[config.mk]
export PLATFORM = sky130hd
export DESIGN_NAME = complex_decimating_fir
export DESIGN_NICKNAME = d
export VERILOG_FILES = /design/src/design/cdf_pkg.sv /design/src/design/complex_decimating_fir.sv /design/src/design/cdf_front.sv /design/src/design/cdf_queue.sv /design/src/design/cdf_back.sv
export SDC_FILE = /design/constraint.sdc
export NUM_CORES = 2
export LEC_CHECK = 0
export ABC_AREA = 1
export ABC_CLOCK_PERIOD_IN_PS = 82700
export BUFFER_PORTS_ARGS = -buffer_cell sky130_fd_sc_hd__buf_2
export CAP_MARGIN = 20
export CORE_MARGIN = 4
export CORE_UTILIZATION = 50
export CTS_CLUSTER_DIAMETER = 80
export DETAILED_ROUTE_END_ITERATION = 10
export PLACE_DENSITY_LB_ADDON = 0.1
export SLEW_MARGIN = 25
export SYNTH_ARGS = -nofsm -noshare
export SYNTH_HDL_FRONTEND = slang
export SYNTH_SLANG_ARGS = --single-unit
[constraint.sdc]
create_clock -name i_clk -period 82.7 [get_ports i_clk]
set_clock_uncertainty 0.05 [all_clocks]
set_input_delay 20.675 -clock i_clk [delete_from_list [all_inputs] [get_ports i_clk]]
set_output_delay 20.675 -clock i_clk [all_outputs]
set_load 0.01 [all_outputs]
[src/design/cdf_pkg.sv]
// shared types, constants and coefficient table for the complex decimating fir
package cdf_pkg;

    localparam int TAPS        = 37;
    localparam int DECIMATION  = 4;
    localparam int SAMPLE_W    = 16;
    localparam int COEF_W      = 18;
    localparam int COEF_FRAC   = COEF_W - 1;
    localparam int PROD_W      = SAMPLE_W + COEF_W;
    localparam int ACC_W       = PROD_W + $clog2(TAPS);
    localparam int TAP_W       = $clog2(TAPS);
    localparam int PHASE_W     = (DECIMATION > 1) ? $clog2(DECIMATION) : 1;
    localparam int QUEUE_DEPTH = 2;
    localparam int QPTR_W      = $clog2(QUEUE_DEPTH);
    localparam int QCNT_W      = $clog2(QUEUE_DEPTH + 1);

    // symmetric low-pass taps, signed Q1.17
    localparam logic signed [COEF_W-1:0] COEF_TABLE [TAPS] = '{
        -18'sd37, -18'sd33, 18'sd46, 18'sd225, 18'sd462, 18'sd630, 18'sd543,
        18'sd33, -18'sd925, -18'sd2113, -18'sd3042, -18'sd3054, -18'sd1530,
        18'sd1847, 18'sd6877, 18'sd12794, 18'sd18411, 18'sd22445, 18'sd23913,
        18'sd22445, 18'sd18411, 18'sd12794, 18'sd6877, 18'sd1847, -18'sd1530,
        -18'sd3054, -18'sd3042, -18'sd2113, -18'sd925, 18'sd33, 18'sd543,
        18'sd630, 18'sd462, 18'sd225, 18'sd46, -18'sd33, -18'sd37
    };

    typedef struct packed {
        logic signed [SAMPLE_W-1:0] inph;
        logic signed [SAMPLE_W-1:0] quad;
    } t_in_beat;

    typedef struct packed {
        logic signed [SAMPLE_W-1:0] filtered_i;
        logic signed [SAMPLE_W-1:0] filtered_q;
    } t_out_beat;

    // one queued job: a sample and whether it closes a decimation phase
    typedef struct packed {
        t_in_beat sample;
        logic     emit;
    } t_job;

    typedef enum logic [1:0] {
        BK_IDLE,
        BK_MAC,
        BK_DRAIN,
        BK_FIN
    } t_back_state;

endpackage

[src/design/complex_decimating_fir.sv]
// top level of the complex decimating fir
// Complex I/Q low-pass FIR, 37 taps, decimating by four.
// Input channel: i_valid / o_stall carry one I/Q sample beat (i_sample).
// Output channel: o_valid / i_stall carry one filtered I/Q beat (o_result).
// A beat moves at a rising edge where valid is high and stall is low.
// Every fourth accepted input beat produces one output beat; the others
// only enter the delay lines.
// A front end counts the decimation phase and pushes beats into a two-entry
// queue; the back end shifts them into the delay lines and, on a phase end,
// runs one multiply-accumulate per tap per cycle for I and Q together.
// With the back end idle, the fourth input beat passes through queue pop
// and shift, the tap loop, product drain and rounding before o_valid rises.
// Throughput: one non-output beat per cycle; an output beat holds the back
// end until its result is loaded; the serial tap loop sets the throughput.
// Reset (synchronous, active low) clears the delay lines, phase and queue.
// While the receiver stalls, the result holds in the output register, the
// back end holds off its next load, and o_stall rises once the queue fills.
module complex_decimating_fir (
    input  logic               i_clk,
    input  logic               i_rst_n,
    input  logic               i_valid,
    input  cdf_pkg::t_in_beat  i_sample,
    output logic               o_stall,
    output logic               o_valid,
    output cdf_pkg::t_out_beat o_result,
    input  logic               i_stall
);

    logic          push;
    logic          pop;
    logic          q_full;
    logic          q_empty;
    cdf_pkg::t_job push_job;
    cdf_pkg::t_job head_job;

    cdf_front u_front (
        .i_clk    (i_clk),
        .i_rst_n  (i_rst_n),
        .i_valid  (i_valid),
        .i_sample (i_sample),
        .o_stall  (o_stall),
        .i_q_full (q_full),
        .o_push   (push),
        .o_job    (push_job)
    );

    cdf_queue u_queue (
        .i_clk   (i_clk),
        .i_rst_n (i_rst_n),
        .i_push  (push),
        .i_job   (push_job),
        .o_full  (q_full),
        .i_pop   (pop),
        .o_empty (q_empty),
        .o_job   (head_job)
    );

    cdf_back u_back (
        .i_clk     (i_clk),
        .i_rst_n   (i_rst_n),
        .i_q_empty (q_empty),
        .i_job     (head_job),
        .o_pop     (pop),
        .o_valid   (o_valid),
        .o_result  (o_result),
        .i_stall   (i_stall)
    );

endmodule

[src/design/cdf_front.sv]
// front end: accepts input beats and flags each phase-closing beat
module cdf_front (
    input  logic             i_clk,
    input  logic             i_rst_n,
    input  logic             i_valid,
    input  cdf_pkg::t_in_beat i_sample,
    output logic             o_stall,
    input  logic             i_q_full,
    output logic             o_push,
    output cdf_pkg::t_job    o_job
);

    logic [cdf_pkg::PHASE_W-1:0] r_phase;
    logic [cdf_pkg::PHASE_W-1:0] n_phase;
    logic                        last_phase;

    assign o_stall    = i_q_full;
    assign o_push     = i_valid & ~i_q_full;
    assign last_phase = (r_phase == cdf_pkg::PHASE_W'(cdf_pkg::DECIMATION - 1));

    // job tagging
    always_comb begin
        o_job.sample = i_sample;
        o_job.emit   = last_phase;
    end

    // phase counter
    always_comb begin
        n_phase = r_phase;
        if (o_push) begin
            n_phase = last_phase ? '0 : r_phase + 1'b1;
        end
    end

    always_ff @(posedge i_clk) begin
        if (!i_rst_n) begin
            r_phase <= '0;
        end else begin
            r_phase <= n_phase;
        end
    end

endmodule

[src/design/cdf_queue.sv]
// short job queue between front and back
module cdf_queue (
    input  logic          i_clk,
    input  logic          i_rst_n,
    input  logic          i_push,
    input  cdf_pkg::t_job i_job,
    output logic          o_full,
    input  logic          i_pop,
    output logic          o_empty,
    output cdf_pkg::t_job o_job
);

    cdf_pkg::t_job               r_mem [cdf_pkg::QUEUE_DEPTH];
    logic [cdf_pkg::QPTR_W-1:0]  r_wptr;
    logic [cdf_pkg::QPTR_W-1:0]  r_rptr;
    logic [cdf_pkg::QCNT_W-1:0]  r_count;

    assign o_full  = (r_count == cdf_pkg::QCNT_W'(cdf_pkg::QUEUE_DEPTH));
    assign o_empty = (r_count == '0);
    assign o_job   = r_mem[r_rptr];

    // storage
    always_ff @(posedge i_clk) begin
        if (i_push) begin
            r_mem[r_wptr] <= i_job;
        end
    end

    // pointers and fill count
    always_ff @(posedge i_clk) begin
        if (!i_rst_n) begin
            r_wptr  <= '0;
            r_rptr  <= '0;
            r_count <= '0;
        end else begin
            if (i_push) begin
                r_wptr <= r_wptr + 1'b1;
            end
            if (i_pop) begin
                r_rptr <= r_rptr + 1'b1;
            end
            case ({i_push, i_pop})
                2'b10:   r_count <= r_count + 1'b1;
                2'b01:   r_count <= r_count - 1'b1;
                default: r_count <= r_count;
            endcase
        end
    end

endmodule

[src/design/cdf_back.sv]
// back end: delay lines, serial multiply-accumulate, rounding and output register
module cdf_back (
    input  logic               i_clk,
    input  logic               i_rst_n,
    input  logic               i_q_empty,
    input  cdf_pkg::t_job      i_job,
    output logic               o_pop,
    output logic               o_valid,
    output cdf_pkg::t_out_beat o_result,
    input  logic               i_stall
);

    cdf_pkg::t_back_state r_state;
    cdf_pkg::t_back_state n_state;

    logic signed [cdf_pkg::SAMPLE_W-1:0] r_line_i [cdf_pkg::TAPS];
    logic signed [cdf_pkg::SAMPLE_W-1:0] r_line_q [cdf_pkg::TAPS];
    logic [cdf_pkg::TAP_W-1:0]           r_tap;
    logic signed [cdf_pkg::PROD_W-1:0]   r_prod_i;
    logic signed [cdf_pkg::PROD_W-1:0]   r_prod_q;
    logic                                r_prod_v;
    logic signed [cdf_pkg::ACC_W-1:0]    r_acc_i;
    logic signed [cdf_pkg::ACC_W-1:0]    r_acc_q;
    logic                                r_out_v;
    cdf_pkg::t_out_beat                  r_out;

    logic last_tap;
    logic out_free;
    logic do_shift;
    logic do_mac;
    logic do_load;
    logic signed [cdf_pkg::COEF_W-1:0] coef_sel;

    assign last_tap = (r_tap == cdf_pkg::TAP_W'(cdf_pkg::TAPS - 1));
    assign out_free = ~r_out_v | ~i_stall;
    assign coef_sel = cdf_pkg::COEF_TABLE[r_tap];
    assign o_valid  = r_out_v;
    assign o_result = r_out;

    // round half up, then clamp to the sample range
    function automatic logic signed [cdf_pkg::SAMPLE_W-1:0] round_sat(
        input logic signed [cdf_pkg::ACC_W-1:0] acc
    );
        logic signed [cdf_pkg::ACC_W-1:0]           rnd;
        logic signed [cdf_pkg::ACC_W-cdf_pkg::COEF_FRAC-1:0] shr;
        logic signed [cdf_pkg::ACC_W-cdf_pkg::COEF_FRAC-1:0] hi;
        logic signed [cdf_pkg::ACC_W-cdf_pkg::COEF_FRAC-1:0] lo;
        rnd = acc + (cdf_pkg::ACC_W'(1) <<< (cdf_pkg::COEF_FRAC - 1));
        shr = rnd[cdf_pkg::ACC_W-1:cdf_pkg::COEF_FRAC];
        hi  = (cdf_pkg::ACC_W-cdf_pkg::COEF_FRAC)'((1 << (cdf_pkg::SAMPLE_W - 1)) - 1);
        lo  = ~hi;
        if (shr > hi) begin
            return hi[cdf_pkg::SAMPLE_W-1:0];
        end else if (shr < lo) begin
            return lo[cdf_pkg::SAMPLE_W-1:0];
        end
        return shr[cdf_pkg::SAMPLE_W-1:0];
    endfunction

    // next state
    always_comb begin
        n_state = r_state;
        case (r_state)
            cdf_pkg::BK_IDLE: begin
                if (!i_q_empty && i_job.emit) begin
                    n_state = cdf_pkg::BK_MAC;
                end
            end
            cdf_pkg::BK_MAC: begin
                if (last_tap) begin
                    n_state = cdf_pkg::BK_DRAIN;
                end
            end
            cdf_pkg::BK_DRAIN: n_state = cdf_pkg::BK_FIN;
            cdf_pkg::BK_FIN: begin
                if (out_free) begin
                    n_state = cdf_pkg::BK_IDLE;
                end
            end
            default: n_state = cdf_pkg::BK_IDLE;
        endcase
    end

    // state outputs
    always_comb begin
        do_shift = 1'b0;
        do_mac   = 1'b0;
        do_load  = 1'b0;
        case (r_state)
            cdf_pkg::BK_IDLE:  do_shift = ~i_q_empty;
            cdf_pkg::BK_MAC:   do_mac   = 1'b1;
            cdf_pkg::BK_DRAIN: do_load  = 1'b0;
            cdf_pkg::BK_FIN:   do_load  = out_free;
            default:           do_shift = 1'b0;
        endcase
    end

    assign o_pop = do_shift;

    // control registers
    always_ff @(posedge i_clk) begin
        if (!i_rst_n) begin
            r_state  <= cdf_pkg::BK_IDLE;
            r_tap    <= '0;
            r_prod_v <= 1'b0;
            r_out_v  <= 1'b0;
        end else begin
            r_state  <= n_state;
            r_tap    <= do_mac ? (last_tap ? '0 : r_tap + 1'b1) : '0;
            r_prod_v <= do_mac;
            if (do_load) begin
                r_out_v <= 1'b1;
            end else if (!i_stall) begin
                r_out_v <= 1'b0;
            end
        end
    end

    // delay lines, cleared at reset; during the tap loop they rotate by one
    // per cycle so entry 0 always holds the current tap, and a full loop
    // leaves them where they started
    always_ff @(posedge i_clk) begin
        if (!i_rst_n) begin
            for (int k = 0; k < cdf_pkg::TAPS; k++) begin
                r_line_i[k] <= '0;
                r_line_q[k] <= '0;
            end
        end else if (do_shift) begin
            for (int k = cdf_pkg::TAPS - 1; k > 0; k--) begin
                r_line_i[k] <= r_line_i[k-1];
                r_line_q[k] <= r_line_q[k-1];
            end
            r_line_i[0] <= i_job.sample.inph;
            r_line_q[0] <= i_job.sample.quad;
        end else if (do_mac) begin
            for (int k = 0; k < cdf_pkg::TAPS - 1; k++) begin
                r_line_i[k] <= r_line_i[k+1];
                r_line_q[k] <= r_line_q[k+1];
            end
            r_line_i[cdf_pkg::TAPS-1] <= r_line_i[0];
            r_line_q[cdf_pkg::TAPS-1] <= r_line_q[0];
        end
    end

    // product register, then accumulate
    always_ff @(posedge i_clk) begin
        r_prod_i <= r_line_i[0] * coef_sel;
        r_prod_q <= r_line_q[0] * coef_sel;
        if (do_shift) begin
            r_acc_i <= '0;
            r_acc_q <= '0;
        end else if (r_prod_v) begin
            r_acc_i <= r_acc_i + cdf_pkg::ACC_W'(r_prod_i);
            r_acc_q <= r_acc_q + cdf_pkg::ACC_W'(r_prod_q);
        end
    end

    // output register
    always_ff @(posedge i_clk) begin
        if (do_load) begin
            r_out.filtered_i <= round_sat(r_acc_i);
            r_out.filtered_q <= round_sat(r_acc_q);
        end
    end

endmodule

==> results.cfg <==
[sta]
finalCriticalPeriod_ns = 25.26
rsz0062_at_grt = no
finalSetupTns_ns = 0
setup_viol = 0
fin_crit_sh_pct = 30.5
relSlewSlack_pct = 25.2
worst_pin_slew_ns = 1.12
finalMaxSlewViolations = 0
fmax_ghz = 0.0396
hold_viol_final = 0
worst_hold_slack_ns = 0.436

[drt]
post_drt_wl_per_cell_um = 18.5
topRoutingLayerUsed = met5
wl_met2_um = 102000
wl_met1_um = 100000
drt_iter0_drc = 5706
detail-route-antenna-nets = 0
met3_wirelength_um = 12600
dr.pass1.iters = 6
viasPerCell = 5.46
drt-total-wl_um = 222000
vias = 65800
drcViolationCount = 0

[clock_network]
cts_buffer_depth = 3
cts.sinks = 1447
root_buffer = clkbuf_16
holdBufCountCts = 0
htree_levels = 4
cts_tree = built
numCtsBuffers = 159
worstSkewPairLatency_ns = 0.82
cts_resized = 0
postCtsSetupBuffers = 0
clk_pin_slew_ns = 0.06

[critical_path]
crit_chain = buf_2 > inv_1 > nor2_4 > buf_4 > inv_2 > nand2_2 > clkinv_8 > buf_4 > buf_4 > buf_4 > a21oi_1
crit_type = primary input to flop
cpMaxStageDelayCell = buf_4
critPathLaunchType = primary input
critPathRequiredTime_ns = 83.15
worstPathArrival_ns = 25.72
path_common_cell = buf_4
cpPeakStageDelay_ns = 0.88
critPathCaptureType = flop
path_max_fanout = 186

[global_route]
grt_pass1_vias = 64700
track_usage_pct = 23.7
grt-ovfl-total = 0
grt_pass1_wl_um = 354000
grt_max_degree = 227
antenna_found_initial = 6

[synth]
synthFlopType = edfxtp_1
yosysSeqAreaShare_pct = 47.2
syn_nets = 10600
yosysMostFrequentCell = nand2_1
yosys_warnings = 0
netlist_instances = 9749
synth_cell_types = 61
synth_top_area_share_pct = 43.5
ys_async_sr_fraction_pct = 0
ys_ff_latch = 1447
syn_area_sq_mm = 0.0885
synth_edf_count = 1282
ys_top_cells_by_count = nand2_1 (3137), edfxtp_1 (1282), a21oi_1 (1251)
synthTopCellsByArea = edfxtp_1 (43%), nand2_1 (13%), fa_1 (12%), a21oi_1 (7.1%), inv_1 (4.6%)
yosysTopAreaCell = edfxtp_1
syn_avg_cell_area_sq_um = 9.08

[floorplanning]
core_area_sq_mm = 0.176
dieArea_sq_mm = 0.184
io_pins = 70
die_h_um = 429
dieWidth_um = 429
row_count = 154
start_util_pct = 50.3

[place]
placedInstanceArea_sq_mm = 0.0901
io_buffers = 69
hpwl_um = 150000
gp_congestion = 0.912

[layout]
area_delta_synth_final_pct = 7.50
fin_util_pct = 54.0
fin_nets = 10400
final.fill_count = 16200
layout-drive-gt1-share_pct = 4.43
final_cell_area_sq_mm = 0.0951

[job]
cap_violations = 0

[hold_path]
hold_path_class = flop to flop

[status]
status = finished, final reports clean
-- sequential cells by signal, indices dropped and copies added, names as in the netlist, 2 cells and up, named ones only --
register and count:
u_back.r_state 2, u_back.r_line_i 592, u_back.r_prod_i 34, u_queue.r_count 2, u_back.r_acc_q 40, u_queue.r_mem 66, u_back.r_line_q 592, u_back.r_acc_i 40
u_front.r_phase 2, u_back.r_prod_q 34, u_back.o_result 32, u_back.r_tap 6
-- worst max-delay path: cells and delay by family --
| kind | cells | cell delay [ns] |
|---|---|---|
| AO/OA/AOI/OAI | 1 | 0.10 |
| buffers and inverters | 8 | 4.13 |
| AND/OR/NAND/NOR | 2 | 0.63 |
-- layer usage --
layer | track usage (%) | vias up
met2 | 37.2 | 1740
li1 | - | 31300
met1 | 33.9 | 32400
met4 | 8.12 | 4
met3 | 3.77 | 385
met5 | 0 | -
-- worst paths after layout --
kind,from,slack [ns],to,depth (start not counted)
min reg2reg,u_queue.r_rptr,0.44,flop,1
min,u_queue.r_rptr,0.44,flop,1
max reg2reg,u_back.r_tap[0],74.10,u_back.r_prod_q[33],27
max,i_rst_n,57.44,u_back.r_line_i[11][9],11
-- cells by family (layout without fill, tap and decap cells) --
logic type / Yosys count / count (layout) / share of synthesized area (%)
adder cells (fa/ha/maj): 812 / 812 / 16.1
XOR/XNOR: 136 / 136 / 1.35
AO/OA/AOI/OAI: 1663 / 1663 / 9.84
buffers and inverters: 1606 / 1548 / 7.43
AND/OR/NAND/NOR: 4085 / 4085 / 18.1
other: 0 / 2 / 0
flip-flops: 1447 / 1447 / 47.2
-- final cells by class --
class | instances | area, sq um | share of cell area [%]
clock buffer | 199 | 4210 | 4.43
clock inverter | 92 | 728 | 0.765
tap | 2340 | 2930 | 3.08
antenna | 2 | 5.00 | 0.00526
multi-input combinational | 6696 | 40200 | 42.3
timing repair buffer | 151 | 1090 | 1.14
sequential | 1447 | 41800 | 43.9
inverter | 1106 | 4180 | 4.39
-- stage by stage --
stage | std cells | worst slack [ns]
floorplan | 9749 | 36.86
detailed placement | 11700 | 56.26
global placement | 11700 | 56.34
finish | 12000 | 57.44
CTS | 12000 | 57.15
global route | 12000 | 56.97
-- layout by cell type, fill, tap and decap left out, types with 5 or more instances in the layout --
| cell type | synthesis | final |
|---|---|---|
| o21ai_0 | 249 | 249 |
| buf_4 | 5 | 68 |
| nor3_1 | 23 | 23 |
| nor4_1 | 6 | 6 |
| nand2_2 | 13 | 14 |
| nand2_1 | 3137 | 3133 |
| a21o_1 | 13 | 13 |
| xor2_1 | 106 | 106 |
| o2111ai_1 | 5 | 5 |
| xnor2_1 | 30 | 30 |
| o221ai_1 | 9 | 9 |
| buf_6 | 46 | 8 |
| clkinv_2 | 1 | 26 |
| inv_2 | 12 | 10 |
| a21oi_1 | 1251 | 1250 |
| o211ai_1 | 41 | 41 |
| a31oi_1 | 11 | 11 |
| inv_1 | 1085 | 1083 |
| a21boi_0 | 7 | 7 |
| clkbuf_16 | 0 | 163 |
| buf_2 | 126 | 69 |
| ha_1 | 267 | 267 |
| clkbuf_1 | 306 | 36 |
| o21a_1 | 7 | 7 |
| nor2_1 | 601 | 598 |
| clkinv_1 | 8 | 52 |
| o21bai_1 | 21 | 21 |
| nand4_1 | 41 | 41 |
| fa_1 | 545 | 545 |
| dfxtp_1 | 165 | 164 |
| nand3_1 | 227 | 227 |
| o22ai_1 | 32 | 32 |
| edfxtp_1 | 1282 | 1282 |
| nor2_2 | 9 | 9 |
| nor2_4 | 8 | 11 |
Power is left out: the tool's default activity adds up to more than one toggle a clock period on the data nets, which glitch-free logic cannot reach.
